$ cat config.mk
export PLATFORM = sky130hd
export DESIGN_NAME = url_percent_decoder_flat
export DESIGN_NICKNAME = d
export VERILOG_FILES = /design/src/upd_pkg.sv /design/src/upd_if.sv /design/src/url_percent_decoder.sv /design/src/upd_front.sv /design/src/upd_fifo.sv /design/src/upd_back.sv /design/src/flat_wrapper.sv
export SDC_FILE = /design/constraint.sdc
export NUM_CORES = 1
export LEC_CHECK = 0
export BUFFER_PORTS_ARGS = -buffer_cell sky130_fd_sc_hd__clkbuf_2
export CORE_MARGIN = 8
export CORE_UTILIZATION = 56
export CTS_CLUSTER_SIZE = 30
export DETAILED_ROUTE_END_ITERATION = 10
export PLACE_DENSITY = 0.86
export SYNTH_ARGS = -nofsm -noshare
export SYNTH_HDL_FRONTEND = slang
export SYNTH_HIERARCHICAL = 1
export SYNTH_SLANG_ARGS = --single-unit
$ cat constraint.sdc
create_clock -name clk_i -period 3.8 [get_ports clk_i]
set_clock_uncertainty 0.15 [all_clocks]
set_input_delay 0.57 -clock clk_i [delete_from_list [all_inputs] [get_ports clk_i]]
set_output_delay 0.57 -clock clk_i [all_outputs]
set_load 0.005 [all_outputs]
$ cat src/upd_pkg.sv
package upd_pkg;

  localparam logic [7:0] ChPlus  = 8'h2B;
  localparam logic [7:0] ChPct   = 8'h25;
  localparam logic [7:0] ChCr    = 8'h0D;
  localparam logic [7:0] ChSpace = 8'h20;

  typedef enum logic [1:0] {
    PH_IDLE  = 2'd0,
    PH_PCT   = 2'd1,
    PH_DIGIT = 2'd2
  } upd_phase_e;

  // One queue entry: every result that one input byte produced.
  typedef struct packed {
    logic [2:0][7:0] bytes;
    logic [1:0]      count;     // number of results, 1 to 3
    logic            bare;      // end marker with no byte
    logic            text_end;
  } upd_entry_t;

  // {is_hex, nibble}
  function automatic logic [4:0] hex_val(input logic [7:0] c);
    logic [4:0] r;
    r = 5'd0;
    if (c >= 8'h30 && c <= 8'h39) begin
      r = {1'b1, 4'(c - 8'h30)};
    end else if (c >= 8'h41 && c <= 8'h46) begin
      r = {1'b1, 4'(c - 8'h37)};
    end else if (c >= 8'h61 && c <= 8'h66) begin
      r = {1'b1, 4'(c - 8'h57)};
    end
    return r;
  endfunction

endpackage

$ cat src/upd_if.sv
interface upd_in_if;
  logic       valid;
  logic       ready;
  logic [7:0] in_byte;
  logic       is_last;
  modport source (output valid, output in_byte, output is_last, input ready);
  modport sink   (input valid, input in_byte, input is_last, output ready);
endinterface

interface upd_out_if;
  logic       valid;
  logic       ready;
  logic [7:0] out_byte;
  logic       byte_valid;
  logic       run_last;
  logic       text_end;
  modport source (output valid, output out_byte, output byte_valid, output run_last,
                  output text_end, input ready);
  modport sink   (input valid, input out_byte, input byte_valid, input run_last,
                  input text_end, output ready);
endinterface

$ cat src/url_percent_decoder.sv
// channel | dir | payload                                     | carries
// in_i    | in  | in_byte[7:0], is_last                       | one text byte per beat
// out_o   | out | out_byte[7:0], byte_valid, run_last, text_end | one decoded result per beat
//
// Takes one byte per cycle while the entry queue is not full; an accepted byte's results
// pass through the entry queue into the output register. The output stage emits one result
// per cycle while the sink is ready, so a byte that yields two or three results (broken escape,
// flush at end of text) holds the output side per result; the entry queue absorbs it.
// rst_ni clears the escape state, the queue pointers and the output valid.
module url_percent_decoder #(
  parameter int QueueDepth = 4
) (
  input  logic       clk_i,
  input  logic       rst_ni,
  upd_in_if.sink     in_i,
  upd_out_if.source  out_o
);

  upd_pkg::upd_entry_t push_entry, head_entry;
  logic                push, pop, full, empty;

  upd_front u_front (
    .clk_i    (clk_i),
    .rst_ni   (rst_ni),
    .in_i     (in_i),
    .q_full_i (full),
    .push_o   (push),
    .entry_o  (push_entry)
  );

  upd_fifo #(
    .Depth (QueueDepth)
  ) u_fifo (
    .clk_i   (clk_i),
    .rst_ni  (rst_ni),
    .push_i  (push),
    .data_i  (push_entry),
    .full_o  (full),
    .pop_i   (pop),
    .head_o  (head_entry),
    .empty_o (empty)
  );

  upd_back u_back (
    .clk_i   (clk_i),
    .rst_ni  (rst_ni),
    .head_i  (head_entry),
    .empty_i (empty),
    .pop_o   (pop),
    .out_o   (out_o)
  );

endmodule

$ cat src/upd_front.sv
module upd_front (
  input  logic                clk_i,
  input  logic                rst_ni,
  upd_in_if.sink              in_i,
  input  logic                q_full_i,
  output logic                push_o,
  output upd_pkg::upd_entry_t entry_o
);

  upd_pkg::upd_phase_e phase_q, phase_d;
  logic [7:0]          held_q, held_d;

  logic [2:0][7:0] bytes;
  logic [1:0]      n;
  logic            replay;
  logic [4:0]      hv, hi;
  logic            accept;

  assign in_i.ready = !q_full_i;
  assign accept     = in_i.valid && !q_full_i;

  always_comb begin
    bytes   = '0;
    n       = 2'd0;
    replay  = 1'b0;
    phase_d = upd_pkg::PH_IDLE;
    held_d  = held_q;
    hv      = upd_pkg::hex_val(in_i.in_byte);
    hi      = upd_pkg::hex_val(held_q);

    unique case (phase_q)
      upd_pkg::PH_PCT: begin
        if (hv[4]) begin
          held_d  = in_i.in_byte;
          phase_d = upd_pkg::PH_DIGIT;
        end else begin
          bytes[n] = upd_pkg::ChPct;
          n        = n + 2'd1;
          replay   = 1'b1;
        end
      end
      upd_pkg::PH_DIGIT: begin
        held_d = 8'h00;
        if (hv[4]) begin
          // decoded carriage return is dropped
          if ({hi[3:0], hv[3:0]} != upd_pkg::ChCr) begin
            bytes[n] = {hi[3:0], hv[3:0]};
            n        = n + 2'd1;
          end
        end else begin
          bytes[n] = upd_pkg::ChPct;
          n        = n + 2'd1;
          bytes[n] = held_q;
          n        = n + 2'd1;
          replay   = 1'b1;
        end
      end
      default: replay = 1'b1;
    endcase

    if (replay) begin
      if (in_i.in_byte == upd_pkg::ChPct) begin
        phase_d = upd_pkg::PH_PCT;
      end else begin
        bytes[n] = (in_i.in_byte == upd_pkg::ChPlus) ? upd_pkg::ChSpace : in_i.in_byte;
        n        = n + 2'd1;
      end
    end

    // flush a pending escape at end of text
    if (in_i.is_last) begin
      if (phase_d == upd_pkg::PH_PCT) begin
        bytes[n] = upd_pkg::ChPct;
        n        = n + 2'd1;
      end else if (phase_d == upd_pkg::PH_DIGIT) begin
        bytes[n] = upd_pkg::ChPct;
        n        = n + 2'd1;
        bytes[n] = held_d;
        n        = n + 2'd1;
      end
      phase_d = upd_pkg::PH_IDLE;
      held_d  = 8'h00;
    end

    entry_o.bytes    = bytes;
    entry_o.bare     = (n == 2'd0);
    entry_o.count    = (n == 2'd0) ? 2'd1 : n;
    entry_o.text_end = in_i.is_last;
    push_o           = accept && ((n != 2'd0) || in_i.is_last);
  end

  always_ff @(posedge clk_i or negedge rst_ni) begin
    if (!rst_ni) begin
      phase_q <= upd_pkg::PH_IDLE;
      held_q  <= 8'h00;
    end else if (accept) begin
      phase_q <= phase_d;
      held_q  <= held_d;
    end
  end

endmodule

$ cat src/upd_fifo.sv
module upd_fifo #(
  parameter int Depth = 4
) (
  input  logic                clk_i,
  input  logic                rst_ni,
  input  logic                push_i,
  input  upd_pkg::upd_entry_t data_i,
  output logic                full_o,
  input  logic                pop_i,
  output upd_pkg::upd_entry_t head_o,
  output logic                empty_o
);

  localparam int PtrW = (Depth > 1) ? $clog2(Depth) : 1;
  localparam int CntW = $clog2(Depth + 1);

  upd_pkg::upd_entry_t mem_q [Depth];
  logic [PtrW-1:0]     wr_ptr_q, rd_ptr_q;
  logic [CntW-1:0]     cnt_q;

  assign full_o  = (cnt_q == CntW'(Depth));
  assign empty_o = (cnt_q == '0);
  assign head_o  = mem_q[rd_ptr_q];

  always_ff @(posedge clk_i) begin
    if (push_i) begin
      mem_q[wr_ptr_q] <= data_i;
    end
  end

  always_ff @(posedge clk_i or negedge rst_ni) begin
    if (!rst_ni) begin
      wr_ptr_q <= '0;
      rd_ptr_q <= '0;
      cnt_q    <= '0;
    end else begin
      if (push_i) begin
        wr_ptr_q <= (wr_ptr_q == PtrW'(Depth - 1)) ? '0 : wr_ptr_q + 1'b1;
      end
      if (pop_i) begin
        rd_ptr_q <= (rd_ptr_q == PtrW'(Depth - 1)) ? '0 : rd_ptr_q + 1'b1;
      end
      if (push_i && !pop_i) begin
        cnt_q <= cnt_q + 1'b1;
      end else if (pop_i && !push_i) begin
        cnt_q <= cnt_q - 1'b1;
      end
    end
  end

endmodule

$ cat src/upd_back.sv
module upd_back (
  input  logic                clk_i,
  input  logic                rst_ni,
  input  upd_pkg::upd_entry_t head_i,
  input  logic                empty_i,
  output logic                pop_o,
  upd_out_if.source           out_o
);

  logic [1:0] idx_q;
  logic       valid_q;
  logic [7:0] byte_q;
  logic       byte_valid_q, run_last_q, text_end_q;
  logic       load, final_res;

  assign load      = !empty_i && (!valid_q || out_o.ready);
  assign final_res = (idx_q == head_i.count - 2'd1);
  assign pop_o     = load && final_res;

  always_ff @(posedge clk_i or negedge rst_ni) begin
    if (!rst_ni) begin
      valid_q <= 1'b0;
      idx_q   <= 2'd0;
    end else begin
      if (load) begin
        valid_q <= 1'b1;
        idx_q   <= final_res ? 2'd0 : idx_q + 2'd1;
      end else if (out_o.ready) begin
        valid_q <= 1'b0;
      end
    end
  end

  always_ff @(posedge clk_i) begin
    if (load) begin
      byte_q       <= head_i.bare ? 8'h00 : head_i.bytes[idx_q];
      byte_valid_q <= !head_i.bare;
      run_last_q   <= final_res;
      text_end_q   <= final_res && head_i.text_end;
    end
  end

  assign out_o.valid      = valid_q;
  assign out_o.out_byte   = byte_q;
  assign out_o.byte_valid = byte_valid_q;
  assign out_o.run_last   = run_last_q;
  assign out_o.text_end   = text_end_q;

endmodule
$ cat src/flat_wrapper.sv
// flat-port wrapper written by rule: the top's interface ports become plain ports
module url_percent_decoder_flat 
#(
  parameter int QueueDepth = 4
)
  (clk_i, rst_ni, in_i_valid, in_i_in_byte, in_i_is_last, in_i_ready, out_o_valid, out_o_out_byte, out_o_byte_valid, out_o_run_last, out_o_text_end, out_o_ready);
  upd_in_if in_i_i ();
  upd_out_if out_o_i ();
  input  logic clk_i;
  input  logic rst_ni;
  input wire logic [$bits(in_i_i.valid)-1:0] in_i_valid;
  input wire logic [$bits(in_i_i.in_byte)-1:0] in_i_in_byte;
  input wire logic [$bits(in_i_i.is_last)-1:0] in_i_is_last;
  output wire logic [$bits(in_i_i.ready)-1:0] in_i_ready;
  output wire logic [$bits(out_o_i.valid)-1:0] out_o_valid;
  output wire logic [$bits(out_o_i.out_byte)-1:0] out_o_out_byte;
  output wire logic [$bits(out_o_i.byte_valid)-1:0] out_o_byte_valid;
  output wire logic [$bits(out_o_i.run_last)-1:0] out_o_run_last;
  output wire logic [$bits(out_o_i.text_end)-1:0] out_o_text_end;
  input wire logic [$bits(out_o_i.ready)-1:0] out_o_ready;
  assign in_i_i.valid = in_i_valid;
  assign in_i_i.in_byte = in_i_in_byte;
  assign in_i_i.is_last = in_i_is_last;
  assign in_i_ready = in_i_i.ready;
  assign out_o_valid = out_o_i.valid;
  assign out_o_out_byte = out_o_i.out_byte;
  assign out_o_byte_valid = out_o_i.byte_valid;
  assign out_o_run_last = out_o_i.run_last;
  assign out_o_text_end = out_o_i.text_end;
  assign out_o_i.ready = out_o_ready;
  url_percent_decoder #(.QueueDepth(QueueDepth)) u_core (.clk_i(clk_i), .rst_ni(rst_ni), .in_i(in_i_i), .out_o(out_o_i));
endmodule
======== Word level (Yosys, flattened, before mapping) ========
Memories as Yosys holds them, arrays and structs flattened.
Index checks and enable logic that the tools add are counted.
cells by class
  $add $sub $neg .......................... 15
  magnitude comparators ................... 19
  equality and inequality tests ........... 11
  reduce and logical (&&, ||, !) cells .... 30
  muxes and demuxes ....................... 57
  bitwise gates (word level) .............. 3
operator list
  cell                 count
  $mux 24              5
  $mux 8               11
  $bwmux 24            2
  $demux 8 s2          3
  $ge 8x7->1 const B   4
  $le 8x7->1 const B   4
  $pmux 8 s2           2
  $mux 2               15
  $bmux 8 s2           1
  $eq 8x6->1 const B   2
  $ge 8x6->1 const B   2
  $le 8x6->1 const B   2
  $logic_and 1x1->1    16
  $sub 4x3->4 const B  4
  $and 15x15->15       1
  $mux 5               3
  $not 15->15          1
  $add 2x1->2 const B  6
  $lt 2x3->1 const B   4
  $mux 4               3
  $or 9x9->9           1
  $eq 2x2->1 const B   4
  $mux 1               8
  $ne 8x4->1 const B   1
  other kinds (17)     30
word-level totals
  memories ................................ 1
  bits in writable memories ............... 112
  word-level logic and storage cells ...... 147
  bits in registers ....................... 31
  bits of input ports ..................... 13
  output and inout bits ................... 13
memories
  memory               words  width  read ports  clocked after memory_dff  wr ports  RTL line        text
  u_core.u_fifo.mem_q  4      28     1           0                         1         upd_fifo.sv:17  upd_pkg::upd_entry_t mem_q [Depth];

======== Depth between registers and ports, before layout ========
Gate-level depths: netlist (run 1).
  depth in word-level cells ............... 24
  gate-level depth with buffers ........... 20

======== By module ========
Netlist (run 1), hierarchy kept.
by module, submodules not included
  module     cells each  instances  sequential area each (µm²)  area each (µm²)
  upd_fifo   183         1          3,538.4                     4,458.0
  upd_front  270         1          250.2                       1,994.4
  upd_back   69          1          405.4                       760.7

======== Worst setup path after synthesis (run 1) ========
Ideal clock, no wire load.
  kind .................................... input port to flip-flop
  start point ............................. input in_i_in_byte[1]
  end point ............................... memory u_core/u_fifo/mem_q[0][6] in the netlist's numbering (data pin)
  setup slack ............................. -0.427 ns
  required time ........................... 3.357 ns
  stages on the path ...................... 18
  arrival time ............................ 3.784 ns
  buffers on the path ..................... 0
  path through ............................ inv_1 ha_1 or3b_1 and4_1 o221ai_1 nor4_4 a21oi_2 nor2_1 ha_1 nand2_1 nor2_1 a21oi_1 inv_1 ha_1 o21ai_0 nor3_1 a2111oi_0 a22oi_1
RTL lines
  what             RTL line            text
  start, declared  flat_wrapper.sv:12  input wire logic [$bits(in_i_i.in_byte)-1:0] in_i_in_byte;
  end, declared    upd_fifo.sv:17

==> results of run 1 <==
path summary, 6_finish.rpt:
kind / to / start / cells past startpoint
min in group clk_i: u_core/u_back/out_o.valid / out_o_ready / 3
max in group asynchronous: u_core/u_front/held_q[0] / rst_ni / 1
hold reg to reg: u_core/u_fifo/cnt_q[2] / u_core/u_fifo/cnt_q[2] / 1
hold / removal: u_core/u_back/idx_q[1] / rst_ni / 1
setup / recovery: u_core/u_fifo/mem_q[0][13] / u_core/u_front/held_q[0] / 20
setup reg to reg: u_core/u_fifo/mem_q[0][13] / u_core/u_front/held_q[0] / 20
metrics by stage:
step | setup TNS, ns | worst slack, ns | util (%) | cell area [sq um]
floorplan | -0.296 | -0.191 | - | 7320
global placement | -29.42 | -0.326 | 64.7 | 8160
detailed placement | -60.25 | -0.457 | 64.7 | 8160
CTS | -0.0484 | -0.0165 | 71.2 | 8990
global route | -20.17 | -0.339 | 74.8 | 9440
finish | -7.23 | -0.239 | 74.8 | 9440
routing by layer:
metal	track usage [%]	up-vias	part of all wire, %
met1	27.6	2679	36
met3	5.09	78	9.4
met2	42.7	393	51
met5	0	-	0
met4	8.27	0	3.8
li1	-	2284	-
critical path: cells and delay by family (launching register included):
family	cells	cell delay, ns
buffers and inverters	5	0.84
AOI/OAI and AO/OA	5	0.93
and+or+nand+nor	7	0.84
adders and majority gates	3	0.52
DFF	1	0.48
cells in the final DEF (no fill, tap or decap), types with 11 or more instances in the layout:
cell type and count:
mux4_2 28, clkbuf_16 21, ha_1 12, nand2_1 38, o21ai_0 16, edfxtp_1 123, inv_1 14, nor2_1 14
dfrtp_1 17, buf_4 89, clkbuf_2 25, ha_4 11, a21oi_1 21
sequential cells by signal, indices dropped and copies added (netlist names), 2 cells and up:
signal and count:
u_core/u_fifo/wr_ptr_q 2, u_core/u_front/held_q 8, u_core/u_fifo/mem_q 112, u_core/u_back/out_o.out_byte 8
u_core/u_fifo/cnt_q 3, u_core/u_back/idx_q 2, u_core/u_front/phase_q 2, u_core/u_fifo/rd_ptr_q 2
report_power, final:
part / switching, uW / total (uW) / leakage [uW] / internal, uW
registers: 201 / 2300 / 0.00140 / 2100
logic: 859 / 1660 / 0.00178 / 805
clock network: 656 / 1620 / 0.000273 / 969
total: 1720 / 5590 / 0.00346 / 3880
kinds of logic (layout without fill, tap and decap cells):
group | count (synthesis) | count (layout) | synth area share (%)
AO/OA/AOI/OAI | 121 | 121 | 12.1
XOR/XNOR | 4 | 4 | 0.486
adder cells (fa/ha/maj) | 25 | 25 | 4.44
buffers and inverters | 49 | 178 | 3.24
flip-flops | 143 | 143 | 58.1
multiplexers | 45 | 45 | 11.2
AND/OR/NAND/NOR | 135 | 135 | 10.4
final cells by class:
class                      instances  share of cell area [%]
clock inverter                    13                    1.50
inverter                          20                   0.849
clock buffer                      19                    4.59
multi-input combinational        330                    35.4
timing repair buffer             126                    10.9
tap                              172                    2.28
sequential                       143                    44.5
what timing repair did:
action / in CTS / in global routing
endpoints found under the setup margin: 222 / 220
pin swaps: 9 / 10
buffers inserted: 10 / 5
gates resized for setup: 36 / 55
cloned: 0 / 4
==> flow_metrics.env, run 1 <==
export IMPL_outcome="complete, but fails checks"
export IMPL_violations="hold timing, setup timing"
export IMPL_slew_headroom_pct=34.4
export IMPL_fin_crit_sh_pct=106
export IMPL_firstDrtPassIters=5
export IMPL_wirelength_mm=21.6
export IMPL_rrSetupSlack_ns=-0.24
export IMPL_io_buffers=25
export IMPL_timing_hold_ws_ns=-0.00965
export IMPL_drtAntennaViolNets=0
export IMPL_final_nets=676
export IMPL_cts_sinks=143
export IMPL_setup_violations_final=75
export IMPL_die_area_sq_um=16800
export IMPL_place_congestion=0.982
export IMPL_crit_chain="inv_2 > ha_4 > nor3b_4 > nor3b_4 > buf_4 > o22a_1 > nor4_4 > a21oi_2 > nor2_2 > ha_1 > nand2_2 > nor2_2 > a21oi_4 > buf_4 > ha_4 > nand2_1 > a21boi_2 > buf_6 > o32ai_2 > buf_4"
export IMPL_crit_arrival_ns=4.05
export IMPL_cp_common_cell="buf_4"
export IMPL_vias=5434
export IMPL_ys_async_sr_fraction_pct=14.0
export IMPL_power_leakage_uw=0.00346
export IMPL_io_pins=26
export IMPL_ys_types=71
export IMPL_diodes=0
export IMPL_yosysTopAreaCell="edfxtp_1"
export IMPL_rsz0062_at_grt="yes"
export IMPL_tightest_slew_ns=0.974
export IMPL_critPathRequiredTime_ns=3.81
export IMPL_multi_input_area_sq_um=3340
export IMPL_crit_fanout=8
export IMPL_vdd_ir_drop_max_mv=0.351
export IMPL_hold_buffers=0
export IMPL_clockBufferDepth=2
export IMPL_max_freq_mhz=248
export IMPL_slew_violations=0
export IMPL_syn_area_per_cell_sq_um=13.8
export IMPL_end_kind="flop"
export IMPL_antenna_found_initial=0
export IMPL_yosysSeqAreaShare_pct=58.1
export IMPL_num_fill_cells=722
export IMPL_final_cells=823
export IMPL_finalPower_uw=5590
export IMPL_htree_levels=4
export IMPL_yosys_cell_count_top_type="edfxtp_1"
export IMPL_cap_violations=0
export IMPL_grt_pass1_vias=5382
export IMPL_drcViolationCount=0
export IMPL_grt_max_degree=29
export IMPL_yosys_top_cells_area="edfxtp_1 51%, mux4_2 8.7%, dfrtp_1 6.9%, ha_1 4.2%, nand2_1 2.0%"
export IMPL_synth_common_cells="123 x edfxtp_1, 39 x nand2_1, 28 x mux4_2"
export IMPL_die_w_microns=129
export IMPL_cts_tree="built"
export IMPL_core_area_sq_um=12600
export IMPL_synth_edf_count=123
export IMPL_rows=41
export IMPL_ys_seq_elements=143
export IMPL_drt_initial_drc_count=855
export IMPL_gr_total_overflow=0
export IMPL_synth_main_ff_cell="edfxtp_1"
export IMPL_cts_root_buf="clkbuf_16"
export IMPL_cts_made_buffers=17
export IMPL_worst_skew_pair_late_latency_ns=0.41
export IMPL_register_area_sq_um=4200
export IMPL_clk_pin_slew_worst_paths_ns=0.06
export IMPL_place_hpwl_mm=12.8
export IMPL_min_period_ns=4.04
export IMPL_die_h_microns=129
export IMPL_worst_setup_path_start_kind="flop"
export IMPL_synth_warnings=6
export IMPL_drive_above_1_share_pct=43.2
export IMPL_fin_ws_ns=-0.239
export IMPL_cp_slowest_cell="dfrtp_2"
export IMPL_hold_viol_final=3
export IMPL_power_density_nw_per_um2=593
export IMPL_grt_usage_pct=23.8
export IMPL_hold_path_class="primary input to asynchronous set/reset pin"
export IMPL_place_inst=772
export IMPL_synth_top_area_share_pct=51.2
export IMPL_grt_pass1_wl_mm=29.9
export IMPL_initial_core_util_pct=57.2
export IMPL_synth_fp_nets=560
export IMPL_area_delta_synth_final_pct=30.8
export IMPL_path_class="flop to flop"
export IMPL_syn_inst=522
export IMPL_synth_cell_area_sq_um=7210
export IMPL_wl_per_cell_microns=26.2
export IMPL_critical_path_max_stage_delay_ns=0.48
export IMPL_avgViaCountPerCell=6.60
Note: power is estimated with default switching activity, not from simulation.
==> run 2, diff against run 1 <==
--- a/config.mk
+++ b/config.mk
@@ -6,6 +6,7 @@
 export NUM_CORES = 1
 export LEC_CHECK = 0
 export BUFFER_PORTS_ARGS = -buffer_cell sky130_fd_sc_hd__clkbuf_2
+export CORE_ASPECT_RATIO = 1.4
 export CORE_MARGIN = 8
 export CORE_UTILIZATION = 56
 export CTS_CLUSTER_SIZE = 30
==> run 2 against run 1 <==
Net effect:
- the flow still finishes with violations (hold timing, setup timing)
- count of clock-buffer cells in the layout up 1
- sequential power about the same
- via count is 0.70% lower
- cell count is 2.9% lower
- routed wire length is 6.4% lower
- clock power about the same
- total power is 1.8% lower
- worst setup slack better by 0.12 ns
- first-iteration DRC count shrank 17%
- combinational power fell by 5%
- global-route usage decreased by 0.76 points
- critical endpoint is now u_core/u_fifo/cnt_q[1]
==> flow_metrics.env, run 2 (synthesis results as in run 1) <==
export IMPL_wl_per_cell_microns=25.3
export IMPL_largest_reg_flops=112
export IMPL_vdd_ir_drop_max_mv=0.353
export IMPL_gr_total_overflow=0
export IMPL_final_cells=799
export IMPL_setup_violations_final=47
export IMPL_cts_root_buf="clkbuf_16"
export IMPL_crit_chain="buf_4 > ha_1 > nor2b_1 > a22oi_2 > o221ai_2 > nor4_4 > a21oi_2 > nor2_2 > ha_1 > nand2_1 > a21o_1 > nand2b_1 > o311a_4 > ha_4 > inv_2 > fa_2 > mux2_4"
export IMPL_grt_usage_pct=23.1
export IMPL_grt_pass1_wl_mm=29.5
export IMPL_worst_setup_path_start_kind="flop"
export IMPL_fin_crit_sh_pct=103
export IMPL_hold_viol_final=5
export IMPL_p_switching_uw=1660
export IMPL_fin_ws_ns=-0.119
export IMPL_diodes=0
export IMPL_use_met1_pct=25.2
export IMPL_critPathLaunch="u_core/u_front/held_q[1]"
export IMPL_critical_path_max_stage_delay_ns=0.43
export IMPL_max_freq_mhz=255
export IMPL_cap_violations=0
export IMPL_worst_skew_pair_late_latency_ns=0.43
export IMPL_place_congestion=0.946
export IMPL_crit_arrival_ns=4.08
export IMPL_antenna_found_initial=0
export IMPL_clockBufferDepth=2
export IMPL_io_buffers=25
export IMPL_internal_power_uw=3830
export IMPL_violations="hold timing, setup timing"
export IMPL_timing_hold_ws_ns=-0.00778
export IMPL_final_nets=671
export IMPL_die_area_sq_um=16800
export IMPL_cp_common_cell="ha_1"
export IMPL_clkPwrFrac_pct=29.9
export IMPL_place_inst=754
export IMPL_place_hpwl_mm=12.2
export IMPL_power_leakage_uw=0.00339
export IMPL_avgViaCountPerCell=6.75
export IMPL_slew_headroom_pct=32.3
export IMPL_comb_power_share_pct=28.5
export IMPL_min_period_ns=3.92
export IMPL_die_h_microns=150
export IMPL_rrSetupSlack_ns=-0.12
export IMPL_post_route_cell_area_sq_um=9200
export IMPL_crit_fanout=3
export IMPL_cts_tree="built"
export IMPL_power_density_nw_per_um2=597
export IMPL_critPathRequiredTime_ns=3.96
export IMPL_num_fill_cells=738
export IMPL_initial_core_util_pct=56.8
export IMPL_tightest_slew_ns=1.00
export IMPL_use_met3_pct=4.66
export IMPL_fin_setup_tns_ns=-2.79
export IMPL_outcome="complete, but fails checks"
export IMPL_timing_rr_start="u_core/u_front/held_q[1]"
export IMPL_worst_r2r_path_depth=17
export IMPL_drcViolationCount=0
export IMPL_core_area_sq_um=12700
export IMPL_placed_cell_area_sq_um=8140
export IMPL_grt_pass1_vias=5306
export IMPL_top_register="u_core/u_fifo/mem_q"
export IMPL_final_cell_mix="123 x edfxtp_1, 89 x buf_4, 38 x nand2_1"
export IMPL_clk_pin_slew_worst_paths_ns=0.06
export IMPL_io_pins=26
export IMPL_finalPower_uw=5490
export IMPL_swShare_pct=30.2
export IMPL_rows=49
export IMPL_cts_sinks=143
export IMPL_die_w_microns=112
export IMPL_wirelength_mm=20.2
export IMPL_htree_levels=4
export IMPL_grt_busiest_layer="met2"
export IMPL_area_delta_synth_final_pct=27.5
export IMPL_gr_usage_met2_pct=41.0
export IMPL_cp_slowest_cell="fa_2"
export IMPL_path_class="flop to flop"
export IMPL_grt_max_degree=29
export IMPL_cts_made_buffers=17
export IMPL_drtAntennaViolNets=0
export IMPL_pwr_share_seq_pct=41.5
export IMPL_end_kind="flop"
export IMPL_rsz0062_at_grt="yes"
export IMPL_firstDrtPassIters=6
export IMPL_r2r_end="u_core/u_fifo/cnt_q[1]"
export IMPL_layout_commonest_cell="edfxtp_1"
export IMPL_slew_violations=0
export IMPL_hold_path_class="primary input to asynchronous set/reset pin"
export IMPL_drt_initial_drc_count=709
export IMPL_vias=5396
export IMPL_drive_above_1_share_pct=41.3
run 2: power by group through the flow:
stage	clock [uW]	sequential (uW)	combinational [uW]
finish	1640	2280	1570
global placement	0	2250	1460
detailed placement	0	2280	1520
floorplan	0	2230	1110
CTS	1620	2270	1560
global route	1720	2300	1680
run 2: layout make-up:
type,count,area [sq um],share of cell area [%]
clock buffers,20,437,4.75
clock inverters,12,136,1.48
inverters,20,80.1,0.870
multi-input cells,330,3250,35.4
flip-flops and latches,143,4200,45.6
well taps,153,191,2.08
repair buffers,121,907,9.86
run 2: worst max path at each step:
stage / slack [ns] / cells past startpoint / to
2_1_floorplan: -0.19 / 16 / u_core/u_fifo/cnt_q[1]
3_3_place_gp: -0.30 / 18 / u_core/u_fifo/cnt_q[1]
3_5_place_dp: -0.38 / 18 / u_core/u_fifo/cnt_q[1]
4_1_cts: -0.05 / 15 / u_core/u_fifo/mem_q[2][19]
5_1_grt: -0.24 / 19 / u_core/u_fifo/mem_q[0][4]
6_report: -0.12 / 17 / u_core/u_fifo/cnt_q[1]
run 2: worst max-delay path: cells and delay by family, from the launching register on:
kind / cells / cell delay [ns]
compound gates: 5 / 1.01
fa+ha+maj: 4 / 1.00
simple gates: 5 / 0.78
flops: 1 / 0.40
mux: 1 / 0.27
buf+inv: 2 / 0.19
run 2: what timing repair did:
action / CTS / global route
resized for setup: 29 / 41
pin swaps: 6 / 19
endpoints found under the setup margin: 102 / 222
setup buffers: 6 / 9
hold buffers: 0 / 0
run 2: per-layer routing:
layer  routed length (microns)  part of all wire [%]  vias to the layer above
met5                         0                     0                        -
met4                      1040                   5.1                        0
met3                      1630                   8.1                       96
met2                     10400                    52                      359
met1                      7110                    35                     2672
li1                          -                     -                     2269
run 2: per-stage QoR:
step / setup WS (ns) / hold slack (ns) / util, %
detailed placement: -0.383 / 0.328 / 64.2
finish: -0.119 / -0.00778 / 72.5
CTS: -0.0504 / 0.0131 / 70.0
global placement: -0.301 / 0.325 / 64.2
floorplan: -0.191 / 0.124 / -
global route: -0.238 / 0.0282 / 72.5
==> run 3, diff against run 2 <==
--- a/config.mk
+++ b/config.mk
@@ -14,5 +14,4 @@
 export PLACE_DENSITY = 0.86
 export SYNTH_ARGS = -nofsm -noshare
 export SYNTH_HDL_FRONTEND = slang
-export SYNTH_HIERARCHICAL = 1
 export SYNTH_SLANG_ARGS = --single-unit
==> run 3 against run 2 <==
Net effect:
- the flow finishes with violations (setup timing)
- core utilization is 0.74 points lower
- sequential share of layout area increased by 2.4 points
- combinational power fell by 4%
- register-to-register slack better by 0.07 ns
==> flow_metrics.env, run 3 <==
export IMPL_outcome="complete, but fails checks"
export IMPL_violations="setup timing"
export IMPL_power_leakage_uw=0.00323
export IMPL_setup_violations_final=2
export IMPL_cts_sinks=143
export IMPL_hold_viol_final=0
export IMPL_syn_area_per_cell_sq_um=13.8
export IMPL_min_period_ns=3.85
export IMPL_final_cell_mix="123 x edfxtp_1, 67 x buf_4, 40 x nor2_1"
export IMPL_use_met3_pct=5.17
export IMPL_clockBufferDepth=2
export IMPL_yosysSeqAreaShare_pct=61.0
export IMPL_synth_warnings=0
export IMPL_gr_usage_met2_pct=42.2
export IMPL_worst_skew_pair_late_latency_ns=0.42
export IMPL_crit_arrival_ns=4.01
export IMPL_synth_fp_nets=534
export IMPL_critPathRequiredTime_ns=3.95
export IMPL_drcViolationCount=0
export IMPL_yosysTopAreaCell="edfxtp_1"
export IMPL_use_met1_pct=26.8
export IMPL_grt_pass1_wl_mm=28.6
export IMPL_synth_compound_area_share_pct=11.0
export IMPL_htree_levels=4
export IMPL_tightest_slew_ns=0.768
export IMPL_cap_violations=0
export IMPL_io_buffers=25
export IMPL_path_class="flop to flop"
export IMPL_drt_initial_drc_count=462
export IMPL_ys_seq_elements=143
export IMPL_place_congestion=0.977
export IMPL_die_w_microns=110
export IMPL_gr_total_overflow=0
export IMPL_wirelength_mm=19.1
export IMPL_wl_per_cell_microns=25.0
export IMPL_initial_core_util_pct=56.4
export IMPL_rsz0062_at_grt="yes"
export IMPL_slew_headroom_pct=48.8
export IMPL_cts_tree="built"
export IMPL_crit_fanout=4
export IMPL_synth_top_area_share_pct=53.7
export IMPL_synth_fa_ha_area_share_pct=4.29
export IMPL_synth_top_family_by_area="multiplexers"
export IMPL_drive_above_1_share_pct=37.8
export IMPL_grt_usage_pct=24.1
export IMPL_antenna_found_initial=0
export IMPL_synth_mux_area_share_pct=11.4
export IMPL_hold_path_class="primary input to flop"
export IMPL_final_nets=634
export IMPL_grt_busiest_layer="met2"
export IMPL_vias=5011
export IMPL_synth_common_cells="123 x edfxtp_1, 49 x nor2_1, 29 x a21oi_1, 29 x nand2_1, 28 x mux4_2"
export IMPL_synth_main_ff_cell="edfxtp_1"
export IMPL_io_pins=26
export IMPL_synth_cell_area_sq_um=6880
export IMPL_grt_max_degree=29
export IMPL_synth_xor_xnor_area_share_pct=0.764
export IMPL_cts_made_buffers=17
export IMPL_top_register="u_core.u_fifo.mem_q"
export IMPL_firstDrtPassIters=6
export IMPL_rows=48
export IMPL_core_area_sq_um=12200
export IMPL_end_kind="flop"
export IMPL_clk_pin_slew_worst_paths_ns=0.06
export IMPL_area_delta_synth_final_pct=27.2
export IMPL_avgViaCountPerCell=6.58
export IMPL_vdd_ir_drop_max_mv=0.352
export IMPL_yosys_top_cells_area="edfxtp_1 54%, mux4_2 9.2%, dfrtp_1 7.3%, ha_1 4.0%, nor2_1 2.7%"
export IMPL_ys_async_sr_fraction_pct=14.0
export IMPL_post_route_util_pct=71.8
export IMPL_diodes=0
export IMPL_fin_crit_sh_pct=101
export IMPL_grt_pass1_vias=5043
export IMPL_fin_setup_tns_ns=-0.0965
export IMPL_die_h_microns=147
export IMPL_syn_inst=498
export IMPL_cts_root_buf="clkbuf_16"
export IMPL_ys_types=62
export IMPL_fin_ws_ns=-0.0525
export IMPL_synthSimpleGateAreaFrac_pct=9.10
export IMPL_largest_reg_flops=112
export IMPL_power_density_nw_per_um2=648
export IMPL_yosys_cell_count_top_type="edfxtp_1"
export IMPL_synth_edf_count=123
export IMPL_die_area_sq_um=16100
export IMPL_slew_violations=0
export IMPL_layout_commonest_cell="edfxtp_1"
export IMPL_worst_setup_path_start_kind="flop"
export IMPL_drtAntennaViolNets=0
export IMPL_max_freq_mhz=260
export IMPL_place_hpwl_mm=12.5
## run 3: through the flow
stage / area [sq um] / power, uW / setup slack [ns] / instances / hold slack, ns
2_1_floorplan: 7080 / 3300 / -0.557 / 498 / 0.124
4_1_cts: 8620 / 5680 / -0.0122 / 758 / 0.204
3_3_place_gp: 7870 / 3710 / -0.405 / 721 / 0.327
5_1_grt: 8750 / 5890 / -0.180 / 761 / 0.217
3_5_place_dp: 7870 / 3810 / -0.432 / 721 / 0.343
6_report: 8750 / 5670 / -0.0525 / 761 / 0.209
## run 3: cell type report
type / count / area, sq um
flip-flops and latches: 143 / 4200
inverters: 27 / 106
clock inverters: 14 / 230
repair buffers: 98 / 738
clock buffers: 18 / 429
multi-input cells: 311 / 2860
well taps: 150 / 188
fillers: 737 / 3440
## run 3: worst max-delay path: stages (launching register included)
cell and delay (ns):
dfrtp_1 0.37, inv_2 0.08, ha_2 0.18, o311a_1 0.35, a31o_2 0.24, or4_4 0.53, and2_4 0.16, inv_4 0.06
ha_4 0.20, nand2_4 0.08, o221ai_4 0.10, o31ai_4 0.27, inv_2 0.07, ha_4 0.17, inv_2 0.05, fa_1 0.39
mux2_4 0.28
## run 3: path summary, 6_finish.rpt
kind | end | slack (ns) | cells past startpoint | from
max | u_core.u_fifo.cnt_q[1] | -0.05 | 16 | u_core.u_front.held_q[1]
min | u_core.u_back.out_o.valid | 0.21 | 2 | out_o_ready
max reg2reg | u_core.u_fifo.cnt_q[1] | -0.05 | 16 | u_core.u_front.held_q[1]
min reg2reg | u_core.u_fifo.cnt_q[2] | 0.36 | 1 | u_core.u_fifo.cnt_q[2]
max in group asynchronous | u_core.u_fifo.rd_ptr_q[0] | 2.57 | 2 | rst_ni
min in group asynchronous | u_core.u_back.idx_q[0] | 0.52 | 2 | rst_ni
## run 3: report_power, final
group	switching, uW	internal [uW]	leakage (uW)
combinational	787	713	0.00151
sequential	199	2110	0.00139
clock	671	1180	0.000323
total	1660	4010	0.00323
## run 3: repair_timing
action                     CTS  global route
setup endpoints to repair   82           110
hold endpoints to repair    20             0
resized for setup           15            20
pin swaps                    4            10
setup buffers                4             4
cloned                       0             0
hold buffers                 1             0
## run 3: metal layers
layer | routed length [microns] | up-vias
met5 | 0 | -
li1 | - | 2139
met1 | 6560 | 2483
met3 | 1290 | 82
met4 | 833 | 0
met2 | 10400 | 307
## run 3: kinds of logic after synthesis
family / Yosys count
compound gates: 114
xor+xnor: 6
fa+ha+maj: 23
buf+inv: 44
flops: 143
mux: 42
simple gates: 126
